[src/design/tos_pkg.sv]
// tos_pkg: shared widths, phase codes, register indexes and reset values
// for the takeoff sequencer; no dependencies
package tos_pkg;

	// field widths
	localparam int SPOOL_W = 24;
	localparam int RAMP_W = 26;
	localparam int DES_W = 15;
	localparam int TIME_W = 48;
	localparam int DT_W = 20;
	localparam int PHASE_W = 3;
	localparam int LIM_W = 14;
	localparam int FRAC_W = 17;
	localparam int QUOT_W = 16;
	localparam int CFG_IDX_W = 1;

	// stream beat widths
	localparam int S_DATA_W = 88;
	localparam int M_DATA_W = 40;

	// phase codes as seen on the output
	localparam logic [PHASE_W-1:0] PH_DISARMED = 3'd0;
	localparam logic [PHASE_W-1:0] PH_SPOOLUP = 3'd1;
	localparam logic [PHASE_W-1:0] PH_READY = 3'd2;
	localparam logic [PHASE_W-1:0] PH_RAMPUP = 3'd3;
	localparam logic [PHASE_W-1:0] PH_FLIGHT = 3'd4;

	// ramp progress of one in Q1.16
	localparam logic [FRAC_W-1:0] Q16_ONE = 17'h10000;

	// register indexes
	localparam logic [CFG_IDX_W-1:0] REG_SPOOLUP_TIME = 1'b0;
	localparam logic [CFG_IDX_W-1:0] REG_RAMP_TIME = 1'b1;

	// register reset values
	localparam logic [SPOOL_W-1:0] SPOOLUP_TIME_RST = 24'd1000000;
	localparam logic [RAMP_W-1:0] RAMP_TIME_RST = 26'd3000000;

endpackage

[src/design/tos_div.sv]
// tos_div: restoring divider, one quotient bit per cycle, giving
// floor(dt * 65536 / divisor) for dt below divisor; uses tos_pkg
module tos_div (
	input  logic                          clk,
	input  logic                          arst_n,
	input  logic                          start,
	input  logic [tos_pkg::DT_W-1:0]      dt,
	input  logic [tos_pkg::RAMP_W-1:0]    divisor,
	output logic [tos_pkg::QUOT_W-1:0]    quot,
	output logic                          done
);
	import tos_pkg::*;

	localparam int CNT_W = $clog2(QUOT_W);

	logic [RAMP_W-1:0] rem_q;
	logic [RAMP_W-1:0] dsr_q;
	logic [QUOT_W-1:0] quot_q;
	logic [CNT_W-1:0] cnt_q;
	logic busy_q;
	logic [RAMP_W:0] rem2;
	logic [RAMP_W:0] diff;
	logic ge;

	// one trial subtract per cycle
	always_comb begin
		rem2 = {rem_q, 1'b0};
		ge = rem2 >= {1'b0, dsr_q};
		diff = rem2 - {1'b0, dsr_q};
	end

	assign done = busy_q && (cnt_q == CNT_W'(QUOT_W - 1));
	assign quot = quot_q;

	// control
	always_ff @(posedge clk or negedge arst_n) begin
		if (!arst_n) begin
			busy_q <= 1'b0;
			cnt_q <= '0;
		end else if (start) begin
			busy_q <= 1'b1;
			cnt_q <= '0;
		end else if (busy_q) begin
			cnt_q <= cnt_q + 1'b1;
			if (done) busy_q <= 1'b0;
		end
	end

	// remainder and quotient shift
	always_ff @(posedge clk) begin
		if (start) begin
			rem_q <= RAMP_W'(dt);
			dsr_q <= divisor;
			quot_q <= '0;
		end else if (busy_q) begin
			rem_q <= ge ? diff[RAMP_W-1:0] : rem2[RAMP_W-1:0];
			quot_q <= {quot_q[QUOT_W-2:0], ge};
		end
	end

endmodule

[src/design/takeoff_sequencer_with_speed_ramp_top.sv]
// takeoff_sequencer_with_speed_ramp_top: takeoff phase machine with climb
// speed ramp; uses tos_pkg and the serial divider tos_div

// One control tick per input beat, one result beat per tick. Ticks are taken
// one at a time; each goes in order through the bit-serial ramp increment
// divide (the spool-up timer compare runs beside it, 4 bits a cycle over the
// 48-bit timestamp), the phase machine and ramp sum, the 2-bit-a-cycle climb
// limit multiply and the posting of the result, and the next beat is taken
// in idle. A result waiting in the output register does not block acceptance
// of the next tick, but the next result is posted only once it has left. The
// user must write registers through cfg_we/cfg_index/cfg_data only while the
// block is idle; the block itself does not enforce this.
module takeoff_sequencer_with_speed_ramp_top (
	input  logic                              clk,
	input  logic                              arst_n,
	// configuration writes
	input  logic                              cfg_we,
	input  logic [tos_pkg::CFG_IDX_W-1:0]     cfg_index,
	input  logic [tos_pkg::RAMP_W-1:0]        cfg_data,
	// tick input
	input  logic                              s_tvalid,
	output logic                              s_tready,
	// armed, landed, takeoff_req, skip_req, desired_climb_mm_s,
	// time_now_us, tick_dt_us, zero pad
	input  logic [tos_pkg::S_DATA_W-1:0]      s_tdata,
	// result output
	output logic                              m_tvalid,
	input  logic                              m_tready,
	// phase, climb_limit_mm_s, ramp_fraction, zero pad
	output logic [tos_pkg::M_DATA_W-1:0]      m_tdata
);
	import tos_pkg::*;

	localparam int DIG = 4;
	localparam int DIGITS = TIME_W / DIG;
	localparam int MUL_STEPS = (FRAC_W + 1) / 2;
	localparam int CNT_W = 4;

	typedef enum logic [2:0] {
		ST_IDLE,
		ST_CALC,
		ST_UPDATE,
		ST_MUL,
		ST_DONE
	} state_t;

	state_t state_q;

	// unpacked input beat
	logic in_armed, in_landed, in_want, in_skip;
	logic [DES_W-1:0] in_desired;
	logic [TIME_W-1:0] in_now;
	logic [DT_W-1:0] in_dt;

	assign in_armed = s_tdata[0];
	assign in_landed = s_tdata[1];
	assign in_want = s_tdata[2];
	assign in_skip = s_tdata[3];
	assign in_desired = s_tdata[18:4];
	assign in_now = s_tdata[66:19];
	assign in_dt = s_tdata[86:67];

	// configuration registers
	logic [SPOOL_W-1:0] spool_time_q;
	logic [RAMP_W-1:0] ramp_time_q;

	// sequencer state
	logic [PHASE_W-1:0] phase_q;
	logic [FRAC_W-1:0] prog_q;
	logic spool_ok_q, spool_req_q;
	logic [TIME_W-1:0] spool_chg_q;

	// latched tick fields
	logic armed_q, landed_q, want_q, skip_q;
	logic [DES_W-1:0] desired_q;
	logic [DT_W-1:0] dt_q;

	// digit-serial timer compare
	logic [TIME_W-1:0] sa_q, sb_q, st_q;
	logic bw1_q, bw2_q;
	logic [DIG:0] d_dig, e_dig;

	// serial multiply
	logic [FRAC_W:0] mplier_q;
	logic [LIM_W+1:0] hi_q;
	logic [FRAC_W:0] lo_q;
	logic [LIM_W-1:0] dpos_q;
	logic [LIM_W+1:0] pp;
	logic [LIM_W+2:0] msum;

	logic [CNT_W-1:0] cnt_q;

	// output register
	logic mvalid_q;
	logic out_load;
	logic [PHASE_W-1:0] out_phase_q;
	logic [LIM_W-1:0] out_lim_q;
	logic [FRAC_W-1:0] out_frac_q;

	// divider
	logic div_start;
	logic [QUOT_W-1:0] div_quot;
	logic div_done;

	logic accept;
	logic spool_restart;
	logic [TIME_W-1:0] chg_eff;

	// update cycle results
	logic ok_n;
	logic [PHASE_W-1:0] ph_n;
	logic [FRAC_W-1:0] pr_n;
	logic go;
	logic [FRAC_W:0] rsum;
	logic [LIM_W-1:0] dpos_n;
	logic [LIM_W-1:0] lim_n;

	assign s_tready = (state_q == ST_IDLE);
	assign accept = s_tvalid && s_tready;
	assign div_start = accept;
	assign out_load = (state_q == ST_DONE) && (!mvalid_q || m_tready);

	assign m_tvalid = mvalid_q;
	assign m_tdata = {6'd0, out_frac_q, out_lim_q, out_phase_q};

	tos_div u_div (
		.clk     (clk),
		.arst_n  (arst_n),
		.start   (div_start),
		.dt      (in_dt),
		.divisor (ramp_time_q),
		.quot    (div_quot),
		.done    (div_done)
	);

	// spool request edge restarts the timer at this tick
	always_comb begin
		spool_restart = (in_armed != spool_ok_q) && (in_armed != spool_req_q);
		chg_eff = spool_restart ? in_now : spool_chg_q;
	end

	// one digit of (now - change) - spoolup_time, borrows carried
	always_comb begin
		d_dig = {1'b0, sa_q[DIG-1:0]} - {1'b0, sb_q[DIG-1:0]} - (DIG+1)'(bw1_q);
		e_dig = {1'b0, d_dig[DIG-1:0]} - {1'b0, st_q[DIG-1:0]} - (DIG+1)'(bw2_q);
	end

	// qualifier, phase fall-through and ramp sum
	always_comb begin
		ok_n = spool_ok_q;
		if (spool_req_q != spool_ok_q) begin
			if (spool_ok_q) ok_n = 1'b0;
			else if (!bw2_q) ok_n = 1'b1;
		end

		ph_n = phase_q;
		pr_n = prog_q;
		go = 1'b1;
		if (go && ph_n == PH_DISARMED) begin
			if (armed_q) ph_n = PH_SPOOLUP;
			else go = 1'b0;
		end
		if (go && ph_n == PH_SPOOLUP) begin
			if (ok_n) ph_n = PH_READY;
			else go = 1'b0;
		end
		if (go && ph_n == PH_READY) begin
			if (want_q) begin
				ph_n = PH_RAMPUP;
				pr_n = '0;
			end else begin
				go = 1'b0;
			end
		end
		if (go && ph_n == PH_RAMPUP) begin
			if (pr_n >= Q16_ONE) ph_n = PH_FLIGHT;
			else go = 1'b0;
		end
		if (go && ph_n == PH_FLIGHT) begin
			if (landed_q && !want_q) begin
				ph_n = PH_READY;
				pr_n = '0;
			end
		end
		if (armed_q && skip_q) ph_n = PH_FLIGHT;
		if (!armed_q) begin
			ph_n = PH_DISARMED;
			pr_n = '0;
		end

		rsum = {1'b0, pr_n} + (FRAC_W+1)'(div_quot);
		if (ph_n == PH_RAMPUP) begin
			if (ramp_time_q > RAMP_W'(dt_q)) begin
				pr_n = (rsum > {1'b0, Q16_ONE}) ? Q16_ONE : rsum[FRAC_W-1:0];
			end else begin
				pr_n = Q16_ONE;
			end
		end

		dpos_n = (!desired_q[DES_W-1] && desired_q != '0) ? desired_q[LIM_W-1:0] : '0;
	end

	// partial product for two multiplier bits
	always_comb begin
		pp = (mplier_q[0] ? (LIM_W+2)'(dpos_q) : '0)
			+ (mplier_q[1] ? (LIM_W+2)'({dpos_q, 1'b0}) : '0);
		msum = {1'b0, hi_q} + (LIM_W+3)'(pp);
	end

	// climb limit from phase and product
	always_comb begin
		case (phase_q)
			PH_FLIGHT: lim_n = dpos_q;
			PH_RAMPUP: lim_n = {hi_q[LIM_W-3:0], lo_q[FRAC_W:FRAC_W-1]};
			default: lim_n = '0;
		endcase
	end

	// configuration registers
	always_ff @(posedge clk or negedge arst_n) begin
		if (!arst_n) begin
			spool_time_q <= SPOOLUP_TIME_RST;
			ramp_time_q <= RAMP_TIME_RST;
		end else if (cfg_we) begin
			case (cfg_index)
				REG_SPOOLUP_TIME: spool_time_q <= cfg_data[SPOOL_W-1:0];
				REG_RAMP_TIME: ramp_time_q <= cfg_data;
				default: ;
			endcase
		end
	end

	// sequencer state and output register
	always_ff @(posedge clk or negedge arst_n) begin
		if (!arst_n) begin
			state_q <= ST_IDLE;
			phase_q <= PH_DISARMED;
			prog_q <= '0;
			spool_ok_q <= 1'b0;
			spool_req_q <= 1'b0;
			spool_chg_q <= '0;
			mvalid_q <= 1'b0;
			out_phase_q <= PH_DISARMED;
			out_lim_q <= '0;
			out_frac_q <= '0;
			cnt_q <= '0;
		end else begin
			// result beat loads or leaves
			if (out_load) begin
				mvalid_q <= 1'b1;
				out_phase_q <= phase_q;
				out_lim_q <= lim_n;
				out_frac_q <= prog_q;
			end else if (mvalid_q && m_tready) begin
				mvalid_q <= 1'b0;
			end
			case (state_q)
				ST_IDLE: begin
					if (accept) begin
						if (in_armed != spool_ok_q) begin
							if (spool_restart) begin
								spool_req_q <= in_armed;
								spool_chg_q <= in_now;
							end
						end else begin
							spool_req_q <= spool_ok_q;
						end
						cnt_q <= '0;
						state_q <= ST_CALC;
					end
				end
				ST_CALC: begin
					if (cnt_q != CNT_W'(DIGITS)) cnt_q <= cnt_q + 1'b1;
					if (div_done) state_q <= ST_UPDATE;
				end
				ST_UPDATE: begin
					spool_ok_q <= ok_n;
					phase_q <= ph_n;
					prog_q <= pr_n;
					cnt_q <= '0;
					state_q <= ST_MUL;
				end
				ST_MUL: begin
					cnt_q <= cnt_q + 1'b1;
					if (cnt_q == CNT_W'(MUL_STEPS - 1)) state_q <= ST_DONE;
				end
				ST_DONE: begin
					if (out_load) state_q <= ST_IDLE;
				end
				default: state_q <= ST_IDLE;
			endcase
		end
	end

	// datapath shift registers and latched fields
	always_ff @(posedge clk) begin
		if (accept) begin
			armed_q <= in_armed;
			landed_q <= in_landed;
			want_q <= in_want;
			skip_q <= in_skip;
			desired_q <= in_desired;
			dt_q <= in_dt;
			sa_q <= in_now;
			sb_q <= chg_eff;
			st_q <= TIME_W'(spool_time_q);
			bw1_q <= 1'b0;
			bw2_q <= 1'b0;
		end else if (state_q == ST_CALC && cnt_q != CNT_W'(DIGITS)) begin
			sa_q <= sa_q >> DIG;
			sb_q <= sb_q >> DIG;
			st_q <= st_q >> DIG;
			bw1_q <= d_dig[DIG];
			bw2_q <= e_dig[DIG];
		end

		if (state_q == ST_UPDATE) begin
			mplier_q <= {1'b0, pr_n};
			hi_q <= '0;
			lo_q <= '0;
			dpos_q <= dpos_n;
		end else if (state_q == ST_MUL) begin
			mplier_q <= mplier_q >> 2;
			hi_q <= {1'b0, msum[LIM_W+2:2]};
			lo_q <= {msum[1:0], lo_q[FRAC_W:2]};
		end
	end

endmodule

[config.mk]
export PLATFORM = sky130hd
export DESIGN_NAME = takeoff_sequencer_with_speed_ramp_top
export DESIGN_NICKNAME = d
export VERILOG_FILES = /design/src/design/tos_pkg.sv /design/src/design/tos_div.sv /design/src/design/takeoff_sequencer_with_speed_ramp_top.sv
export SDC_FILE = /design/constraint.sdc
export NUM_CORES = 1
export LEC_CHECK = 0
export BUFFER_PORTS_ARGS = -buffer_cell sky130_fd_sc_hd__clkbuf_2
export CORE_MARGIN = 2
export CORE_UTILIZATION = 40
export DETAILED_ROUTE_END_ITERATION = 8
export PLACE_DENSITY = 0.67
export SETUP_SLACK_MARGIN = 0.15
export SYNTH_ARGS = -nofsm -noshare
export SYNTH_HDL_FRONTEND = slang
export SYNTH_SLANG_ARGS = --single-unit
[constraint.sdc]
create_clock -name clk -period 6.12 [get_ports clk]
set_clock_uncertainty 0.15 [all_clocks]
set_input_delay 0.306 -clock clk [delete_from_list [all_inputs] [get_ports clk]]
set_output_delay 0.306 -clock clk [all_outputs]
set_load 0.01 [all_outputs]
Word level (Yosys, flattened, before mapping)
Index checks and enable logic that the tools add are counted.
{ "classes": {"n_mux": 63, "n_reduce_logical": 31, "n_eq_ne": 23, "n_bitwise": 1, "add_sub_neg": 10, "magnitude_cmp": 4} }
{ "op_table": {"columns": ["op", "count"], "rows": [
  ["$mux 48", 5],
  ["$mux 17", 10],
  ["$mux 24", 2],
  ["$mux 3", 16],
  ["$mux 20", 2],
  ["$pmux 14 s2", 1],
  ["$ge 27x26->1", 1],
  ["$gt 26x20->1", 1],
  ["$mux 26", 1],
  ["$sub 26x26->26", 1],
  ["$add 17x16->18", 1],
  ["$eq 3x2->1 const B", 6],
  ["$gt 18x17->1 const B", 1],
  ["$mux 1", 18],
  ["$add 15x16->17", 1],
  ["$ge 17x17->1 const B", 1],
  ["$add 14x15->16", 1],
  ["$mux 4", 4],
  ["$pmux 4 s4", 1],
  ["$mux 15", 1],
  ["$pmux 3 s5", 1],
  ["$reduce_bool 15->1", 1],
  ["$mux 14", 1],
  ["$logic_and 1x1->1", 13],
  ["19 further kinds", 41]
]} }
{ "word_totals": {"wordCells": 166, "register_bits": 460} }

Depth between registers and ports, before layout
Gate-level depths: netlist of run 1.
{ "logic_depth": {"word_depth": 21, "ltp_mapped": 20, "depth_no_buf": 17} }

By module
From an unflattened synthesis of run 1, not the netlist that was laid out.
{ "hier_totals": {"hier_cells": 2014, "area_unflattened_um2": 22542.9} }
{ "modules_own_cells": {"columns": ["module", "cells_per_inst", "n_inst", "area_per_inst_um2"], "rows": [
  ["takeoff_sequencer_with_speed_ramp_top", 1582, 1, 18134.9],
  ["tos_div", 432, 1, 4408.0]
]} }

Worst setup path after synthesis of run 1
OpenSTA, ideal clock, no wires.
{ "synth_timing": {"path_type": "register to register", "from": "register state_q[2]", "to": "register sa_q[0], enable pin", "arrival_ns": 4.588, "synth_period_minus_slack_ns": 5.221, "path_slack_ns": 0.899, "stages_incl_launch_ff": 8, "setup_ns": 0.483, "cell_sequence": "dfrtp_1 clkbuf_1 nor3_1 nand2_1 clkbuf_1 clkbuf_1 clkbuf_1 nand2_1"} }
{ "synth_via": {"elab_chain_len": 3, "word_cells_on_any_way": 5, "cone_classes": "1 x eq/ne; 4 x reduce/logical"} }
{ "synth_lines": {"columns": ["item", "line_no", "text"], "rows": [
  ["start: declaration", "takeoff_sequencer_with_speed_ramp_top.sv:47", "state_t state_q;"],
  ["start signal: assignment", "takeoff_sequencer_with_speed_ramp_top.sv:236", "state_q <= ST_IDLE;"],
  ["start signal: assignment", "takeoff_sequencer_with_speed_ramp_top.sv:269", "state_q <= ST_CALC;"],
  ["start signal: assignment", "takeoff_sequencer_with_speed_ramp_top.sv:274", "if (div_done) state_q <= ST_UPDATE;"],
  ["$logic_not 3->1", "takeoff_sequencer_with_speed_ramp_top.sv:118", "assign s_tready = (state_q == ST_IDLE);"],
  ["named net s_tready", "takeoff_sequencer_with_speed_ramp_top.sv:22", "output logic s_tready,"],
  ["$logic_and 1x1->1", "takeoff_sequencer_with_speed_ramp_top.sv:119", "assign accept = s_tvalid && s_tready;"],
  ["$reduce_bool 2->1 (no line)", null, null],
  ["end signal: assignment", "takeoff_sequencer_with_speed_ramp_top.sv:304", "sa_q <= in_now;"],
  ["end signal: assignment", "takeoff_sequencer_with_speed_ramp_top.sv:310", "sa_q <= sa_q >> DIG;"],
  ["end: declaration", "takeoff_sequencer_with_speed_ramp_top.sv:79", "logic [TIME_W-1:0] sa_q, sb_q, st_q;"]
]} }
The timed path passes the listed nets, and every way through them passes these cells.
A chain may end at the register's enable or synchronous reset.

Final worst setup path of run 1
{ "layout_timing": {"from": "register phase_q[2]", "to": "register prog_q[3]"} }
{ "layout_via": {"elab_chain_len": 20, "word_cells_on_any_way": 39, "cone_classes": "1 x add/sub; 2 x order compare; 5 x eq/ne; 26 x mux; 5 x reduce/logical"} }
{ "layout_lines": {"columns": ["item", "line_no", "text"], "rows": [
  ["start: declaration", "takeoff_sequencer_with_speed_ramp_top.sv:68", "logic [PHASE_W-1:0] phase_q;"],
  ["start signal: assignment", "takeoff_sequencer_with_speed_ramp_top.sv:278", "phase_q <= ph_n;"],
  ["$logic_not 3->1 or $mux 3 (tied branches)", "takeoff_sequencer_with_speed_ramp_top.sv:159, takeoff_sequencer_with_speed_ramp_top.sv:160", null],
  ["$mux 3", "takeoff_sequencer_with_speed_ramp_top.sv:159", "if (go && ph_n == PH_DISARMED) begin"],
  ["$eq 3x1->1", "takeoff_sequencer_with_speed_ramp_top.sv:163", "if (go && ph_n == PH_SPOOLUP) begin"],
  ["$logic_and 1x1->1", "takeoff_sequencer_with_speed_ramp_top.sv:163", null],
  ["$mux 3", "takeoff_sequencer_with_speed_ramp_top.sv:163", null],
  ["$eq 3x2->1", "takeoff_sequencer_with_speed_ramp_top.sv:167", "if (go && ph_n == PH_READY) begin"],
  ["$logic_and 1x1->1", "takeoff_sequencer_with_speed_ramp_top.sv:167", null],
  ["$mux 17 or $mux 3 (tied branches)", "takeoff_sequencer_with_speed_ramp_top.sv:167", null],
  ["(+4 left out)", null, null],
  ["$logic_and 1x1->1", "takeoff_sequencer_with_speed_ramp_top.sv:179", "if (go && ph_n == PH_FLIGHT) begin"],
  ["$mux 17", "takeoff_sequencer_with_speed_ramp_top.sv:179", null],
  ["$mux 17", "takeoff_sequencer_with_speed_ramp_top.sv:186", "if (!armed_q) begin"],
  ["$add 17x16->18", "takeoff_sequencer_with_speed_ramp_top.sv:191", "rsum = {1'b0, pr_n} + (FRAC_W+1)'(div_quot);"],
  ["$gt 18x17->1", "takeoff_sequencer_with_speed_ramp_top.sv:194", "pr_n = (rsum > {1'b0, Q16_ONE}) ? Q16_ONE : rsum[FRAC_W-1:0];"],
  ["$mux 17", "takeoff_sequencer_with_speed_ramp_top.sv:194", null],
  ["$mux 17", "takeoff_sequencer_with_speed_ramp_top.sv:193", "if (ramp_time_q > RAMP_W'(dt_q)) begin"],
  ["$mux 17 (*)", "takeoff_sequencer_with_speed_ramp_top.sv:192", "if (ph_n == PH_RAMPUP) begin"],
  ["end signal: assignment", "takeoff_sequencer_with_speed_ramp_top.sv:279", "prog_q <= pr_n;"],
  ["end: declaration", "takeoff_sequencer_with_speed_ramp_top.sv:69", "logic [FRAC_W-1:0] prog_q;"]
]} }
Every way passes the cells marked *; elsewhere a longest branch is shown, timed or not.

==> metrics.csv, run 1 <==
metric;value;unit
htree depth;2;
final worst-path cycle share;89.11;%
Post-Syn Area;22070;µm²
Post-CTS Repair Setup Buffers;0;
Fin. Hold Viols;0;
vias per inst;5.276;
setup TNS;0;ps
asr flop ratio synth;37.61;%
Routed WL;51290;µm
fillcell total;4893;
max_cap viols;0;
top_reg_cell synth;edfxtp_1;
#FFs+latches synth;444;
synthesis-to-finish area growth;18.96;%
clock slew at the register clock pins of the worst setup and hold paths;60;ps
commonest non-fill, non-tap cell in the layout;nand2_1;
Cell Rows;86;
PD cells;483.1;nW/µm²
CTS max path bufs;3;
largest net degree at the start of global routing;161;
drt first pass iters;5;
Mapped Cells;1962;
Critical Path Sink Type;flip-flop;
share of cells above drive strength 1;17.94;%
crit path launch type;flip-flop;
Resized cells post-CTS;0;
# IOs;162;
Starting Density;40.29;%
total CTS buffers;50;
largest fanout on the critical path;17;
VDD IR max;281.7;µV
vias;15628;
Slew headroom;23.62;%
most frequent cells in the layout;nand2_1 (327), edfxtp_1 (236), clkbuf_2 (153);
# clock sinks;444;
initial drt markers;779;
synth warn;0;
first-pass GRT wire length;83820;µm
Yosys cell types;76;
Peak Freq;183.4;MHz
GR Util All Layers;18.21;%
Inst Count DP;2748;
crit path kind;reg -> reg;
nets;2443;
Post-synth EDFFs;236;
Root Buffer;clkbuf_16;
final setup vio count;0;
Max Slew Vio Count;0;
# DRC;0;
outcome;completed;
Lkg Pwr;11.54;nW
HP Class;in -> reg;
clk_lat worst skew;600;ps
syn_area_per_cell;11.25;µm²
chip height;238.9;µm
routed len/inst;17.32;µm
Core ar.;54770;µm²
RSZ-0062 raised after global routing;false;
Chip Width;238.9;µm
worst reg2reg setup slack;670;ps
worst slew pin tran;1143;ps
Final Wtd Congestion;0.9177;
post-route ant nets;0;
Final Critical Period;5453;ps
IO buf count;154;
post-synthesis sequential area ratio;54.87;%
WP data arrival;5770;ps
Critical Path RT;6440;ps
final std cells w/o fill;2962;
hold_buf cts;115;
CTS tree;done;
vias in the first global route;16039;
Remaining Overflow, GRT;0;
HPWL Detailed;33510;µm
DIE AREA;57060;µm²
initial antenna violation count;6;
==> logic make-up (layout without fill, tap and decap cells) <==
group / after synthesis / count (layout) / synth area share (%)
flip-flops: 444 / 444 / 54.87
adder cells (fa/ha/maj): 112 / 112 / 6.963
AO/OA/AOI/OAI: 338 / 338 / 10.06
multiplexers: 204 / 204 / 9.923
buffers and inverters: 182 / 467 / 3.272
AND/OR/NAND/NOR: 628 / 628 / 12.79
other: 1 / 12 / 0.01699
XOR/XNOR: 53 / 53 / 2.104
==> critical path, cell delays in order, from the launching register on <==
cell and delay, ps:
dfrtp_1 490, nor3b_2 820, a21o_1 160, nand3_1 120
o311a_1 160, buf_4 190, and2_1 170, ha_1 320
nor2b_1 160, o31a_1 310, o211a_1 260, or4_1 420
o311ai_2 100, xnor2_1 140, or4b_1 520, o31a_1 490
o41ai_1 330
==> synthesized netlist by cell type (41+ instances only) <==
master | n | area [µm²]
a21oi_1 | 84 | 420.4
and2_1 | 47 | 294.0
clkbuf_1 | 75 | 281.5
dfrtp_1 | 150 | 3754
dfxtp_1 | 41 | 820.8
edfxtp_1 | 236 | 7087
ha_1 | 94 | 1176
inv_1 | 88 | 330.3
mux2_2 | 118 | 1329
mux2i_1 | 86 | 860.8
nand2_1 | 329 | 1235
nor2_1 | 107 | 401.6
o21ai_0 | 103 | 515.5
==> final timing paths <==
check                                        from                     endpoint  depth (start not counted)
hold reg to reg             lo_q[16]$_SDFFE_PP0P_        lo_q[16]$_SDFFE_PP0P_                          2
setup reg to reg           phase_q[2]$_DFFE_PN0P_        prog_q[3]$_DFFE_PN0P_                         16
max in group asynchronous                  arst_n     out_lim_q[5]$_DFFE_PN0P_                          3
min in group asynchronous                  arst_n  spool_chg_q[23]$_DFFE_PN0P_                          2
hold / removal                           s_tvalid       sa_q[46]$_SDFFCE_PN0P_                          2
setup / recovery           phase_q[2]$_DFFE_PN0P_        prog_q[3]$_DFFE_PN0P_                         16
==> layer usage <==
layer  track usage [%]  share of wire (%)
met1             22.83                 44
met2             30.99                 48
met3             3.106                4.1
met4             7.841                3.8
met5                 0              0.021
==> cell type report <==
cell class	count	area (µm²)	share of cell area, %
antenna	6	15.01	0.05720
clock buffer	66	1331	5.072
clock inverter	27	202.7	0.7722
inverter	89	339.1	1.292
multi-input combinational	1341	9300	35.43
sequential	444	12110	46.12
tap	704	880.8	3.356
timing repair buffer	285	2073	7.898
==> through the flow <==
step	setup WS [ps]	hold slack [ps]	total power [mW]	area, µm²	utilization [%]
after CTS	723.4	125.1	12.78	26240	47.90
after global routing	301.5	146.1	13.60	26250	47.92
final	666.7	169.0	12.68	26250	47.93
after global placement	911.7	279.2	9.641	23550	43.00
after floorplan	898.7	-139.6	8.663	22080	-
after detailed placement	769.5	303.9	9.842	23550	43.00
==> state kept, by name (all words and copies together) (netlist names), 14 cells and up <==
signal        count
u_div.quot       16
u_div.rem_q      26
sb_q             48
out_lim_q        14
mplier_q         17
spool_chg_q      48
hi_q             15
dt_q             20
out_frac_q       17
spool_time_q     24
dpos_q           14
sa_q             48
prog_q           17
desired_q        15
ramp_time_q      26
st_q             24
u_div.dsr_q      26
==> where the power goes <==
group          switching [mW]  internal, mW
sequential              0.538          4.54
combinational            2.73          2.06
clock                    1.23          1.59
Power figures use the tool's default switching activity.
==> inputs of run 2 (changes only) <==
ABC_AREA = 1   (was default)
==> metrics.csv, run 2 <==
metric;value;unit;change
CTS tree;done;;
count leader, synth;nand2_1;;
nets;3054;;+25%
post-route ant nets;0;;unchanged
post-synth top area cell;edfxtp_1;;
final worst-path cycle share;79.52;%;-9.6 points
post-synthesis sequential area ratio;52.80;%;-2.1 points
synth warn;0;;unchanged
Resized cells post-CTS;0;;unchanged
clk_lat worst skew;600;ps;about the same
most frequent cells in the layout;nand2_1 (764), inv_1 (345), o21ai_0 (252);;
Lkg Pwr;13.09;nW;+13%
Post-synth top cells;nand2_1 (767), inv_1 (345), o21ai_0 (252);;
# IOs;162;;unchanged
commonest non-fill, non-tap cell in the layout;nand2_1;;
sw power;5.499;mW;+22%
Post-CTS Repair Setup Buffers;0;;unchanged
Mapped Cells;2579;;+31%
GR Util All Layers;18.99;%;+0.78 points
total CTS buffers;49;;-2.0%
asr flop ratio synth;37.61;%;unchanged
worst slew pin tran;1137;ps;-6.198 ps
syn_area_per_cell;8.892;µm²;-21%
Critical Path RT;6310;ps;-130 ps
Fin. Hold Viols;0;;unchanged
Top Registers;sa_q: 48 flops, sb_q: 48 flops, spool_chg_q: 48 flops;;
IO buf count;154;;unchanged
# DRC;0;;unchanged
Comb pwr share;41.3;%;+3.6 points
largest fanout on the critical path;16;;-1
DIE AREA;59270;µm²;+3.9%
PD cells;509.3;nW/µm²;+5.4%
WHS;114.1;ps;-54.98 ps
Slew headroom;24.22;%;+0.60 points
share of cells above drive strength 1;11.07;%;-6.9 points
Critical Path Slowest Stage Cell;inv_1;;
Worst path max stage delay;400;ps;-420 ps
HP Class;in -> reg;;
drt first pass iters;5;;unchanged
hold_buf cts;116;;+0.87%
Routed WL;55770;µm;+8.7%
Cell Rows;87;;+1.2%
crit path launch;spool_ok_q$_DFFE_PN0P_;;
Chip Width;243.4;µm;+1.9%
Root Buffer;clkbuf_16;;
total power;13.82;mW;+9.0%
Remaining Overflow, GRT;0;;unchanged
clock slew at the register clock pins of the worst setup and hold paths;60;ps;about the same
# clock sinks;444;;unchanged
Final Critical Period;4867;ps;-586.6 ps
Clock power frac;20.7;%;-1.5 points
Yosys cell types;57;;-25%
WP data arrival;5050;ps;-720 ps
Core ar.;56500;µm²;+3.2%
Max Slew Vio Count;0;;unchanged
vias per inst;4.973;;-5.8%
#FFs+latches synth;444;;unchanged
top_reg_cell synth;edfxtp_1;;
Critical Path Sink Type;flip-flop;;
Post-synth EDFFs;236;;unchanged
Post-Syn Area;22930;µm²;+3.9%
htree depth;2;;unchanged
outcome;completed;;
fillcell total;5249;;+7.3%
synth top area cells;edfxtp_1 (31%), dfrtp_1 (16%), nand2_1 (13%);;
chip height;243.4;µm;+1.9%
Final Wtd Congestion;0.8983;;-2.1%
initial drt markers;1090;;+40%
synthesis-to-finish area growth;18.32;%;
vias in the first global route;18551;;+16%
antenna diode count;0;;-6
Int Pwr;8.320;mW;+1.6%
first-pass GRT wire length;92230;µm;+10%
Peak Freq;205.5;MHz;+12%
worst r2r src;spool_ok_q$_DFFE_PN0P_;;
crit path launch type;flip-flop;;
setup TNS;0;ps;unchanged
Switching Fraction;39.79;%;+4.3 points
sequential power share;38.0;%;-2.1 points
hold_sp;cfg_we;;
RSZ-0062 raised after global routing;false;;
VDD IR max;299.1;µV;+6.2%
routed len/inst;15.41;µm;-11%
largest net degree at the start of global routing;144;;-11%
Yosys top cell area share;30.90;%;-1.2 points
max_cap viols;0;;unchanged
initial antenna violation count;3;;-3
HPWL Detailed;37790;µm;+13%
final setup vio count;0;;unchanged
Starting Density;40.59;%;+0.30 points
Crit path top cell by count;nand2_1;;
vias;17996;;+15%
CTS max path bufs;3;;unchanged
crit path kind;reg -> reg;;
## run 2: changes by cell type after synthesis, sizes merged, moves of 43 or more
cell	previous run	this run
nand3	25	82
inv	88	350
nand2	329	770
mux2	118	18
o21ai	103	254
and2	47	4
## run 2: cell families after synthesis
kind of cell	Yosys count	share of synthesized area, %
compound gates	428	10.08
xor+xnor	34	1.299
fa+ha+maj	112	6.700
buf+inv	447	7.655
flops	444	52.80
mux	62	2.804
other cells	1	0.01635
simple gates	1051	18.65
## run 2: worst paths after layout
path	end	slack, ps	cells past startpoint
min in group asynchronous	ramp_time_q[7]$_DFFE_PN1P_	150	2
worst min register to register	lo_q[16]$_SDFFE_PP0P_	330	2
worst max register to register	mplier_q[5]$_DFFE_PN_	1250	29
worst min-delay path	spool_time_q[17]$_DFFE_PN1P_	110	5
max in group asynchronous	ramp_time_q[13]$_DFFE_PN0P_	4200	3
worst max-delay path	mplier_q[5]$_DFFE_PN_	1250	29
## run 2: power by group through the flow
| stage | combinational (mW) | clock, mW | sequential (mW) |
|---|---|---|---|
| after floorplan | 4.18 | 0 | 5.21 |
| after global placement | 5.46 | 0 | 5.25 |
| after detailed placement | 5.64 | 0 | 5.29 |
| after CTS | 5.75 | 2.94 | 5.24 |
| after global routing | 6.55 | 3.06 | 5.37 |
| final | 5.71 | 2.87 | 5.25 |
## run 2: area by class of cell
class                      count  area [µm²]  area share [%]
sequential                   444       12110           44.62
multi-input combinational   1693        9126           33.63
timing repair buffer         283        2048           7.549
clock buffer                  66        1380           5.086
inverter                     351        1320           4.865
tap                          756       945.9           3.486
clock inverter                26       205.2          0.7562
## run 2: metrics by stage
step | instances | utilization (%) | setup slack (ps) | cell area [µm²]
floorplan | 2584 | - | 1225 | 22950
global placement | 3411 | 43.17 | 1480 | 24390
detailed placement | 3411 | 43.17 | 1380 | 24390
CTS | 3619 | 48.03 | 1348 | 27130
global route | 3619 | 48.03 | 719.7 | 27130
finish | 3619 | 48.03 | 1253 | 27130
## run 2: worst max-delay path: cells and delay by family (launching register included)
family | cells | cell delay (ps)
flops | 1 | 350
simple gates | 18 | 2070
fa+ha+maj | 2 | 620
buf+inv | 6 | 840
compound gates | 3 | 550
## run 2: metal layers
| metal | track usage [%] | wire [µm] |
|---|---|---|
| met5 | 0 | 22 |
| met4 | 6.496 | 1504 |
| met3 | 3.084 | 2601 |
| met2 | 32.44 | 26600 |
| met1 | 24.45 | 25040 |
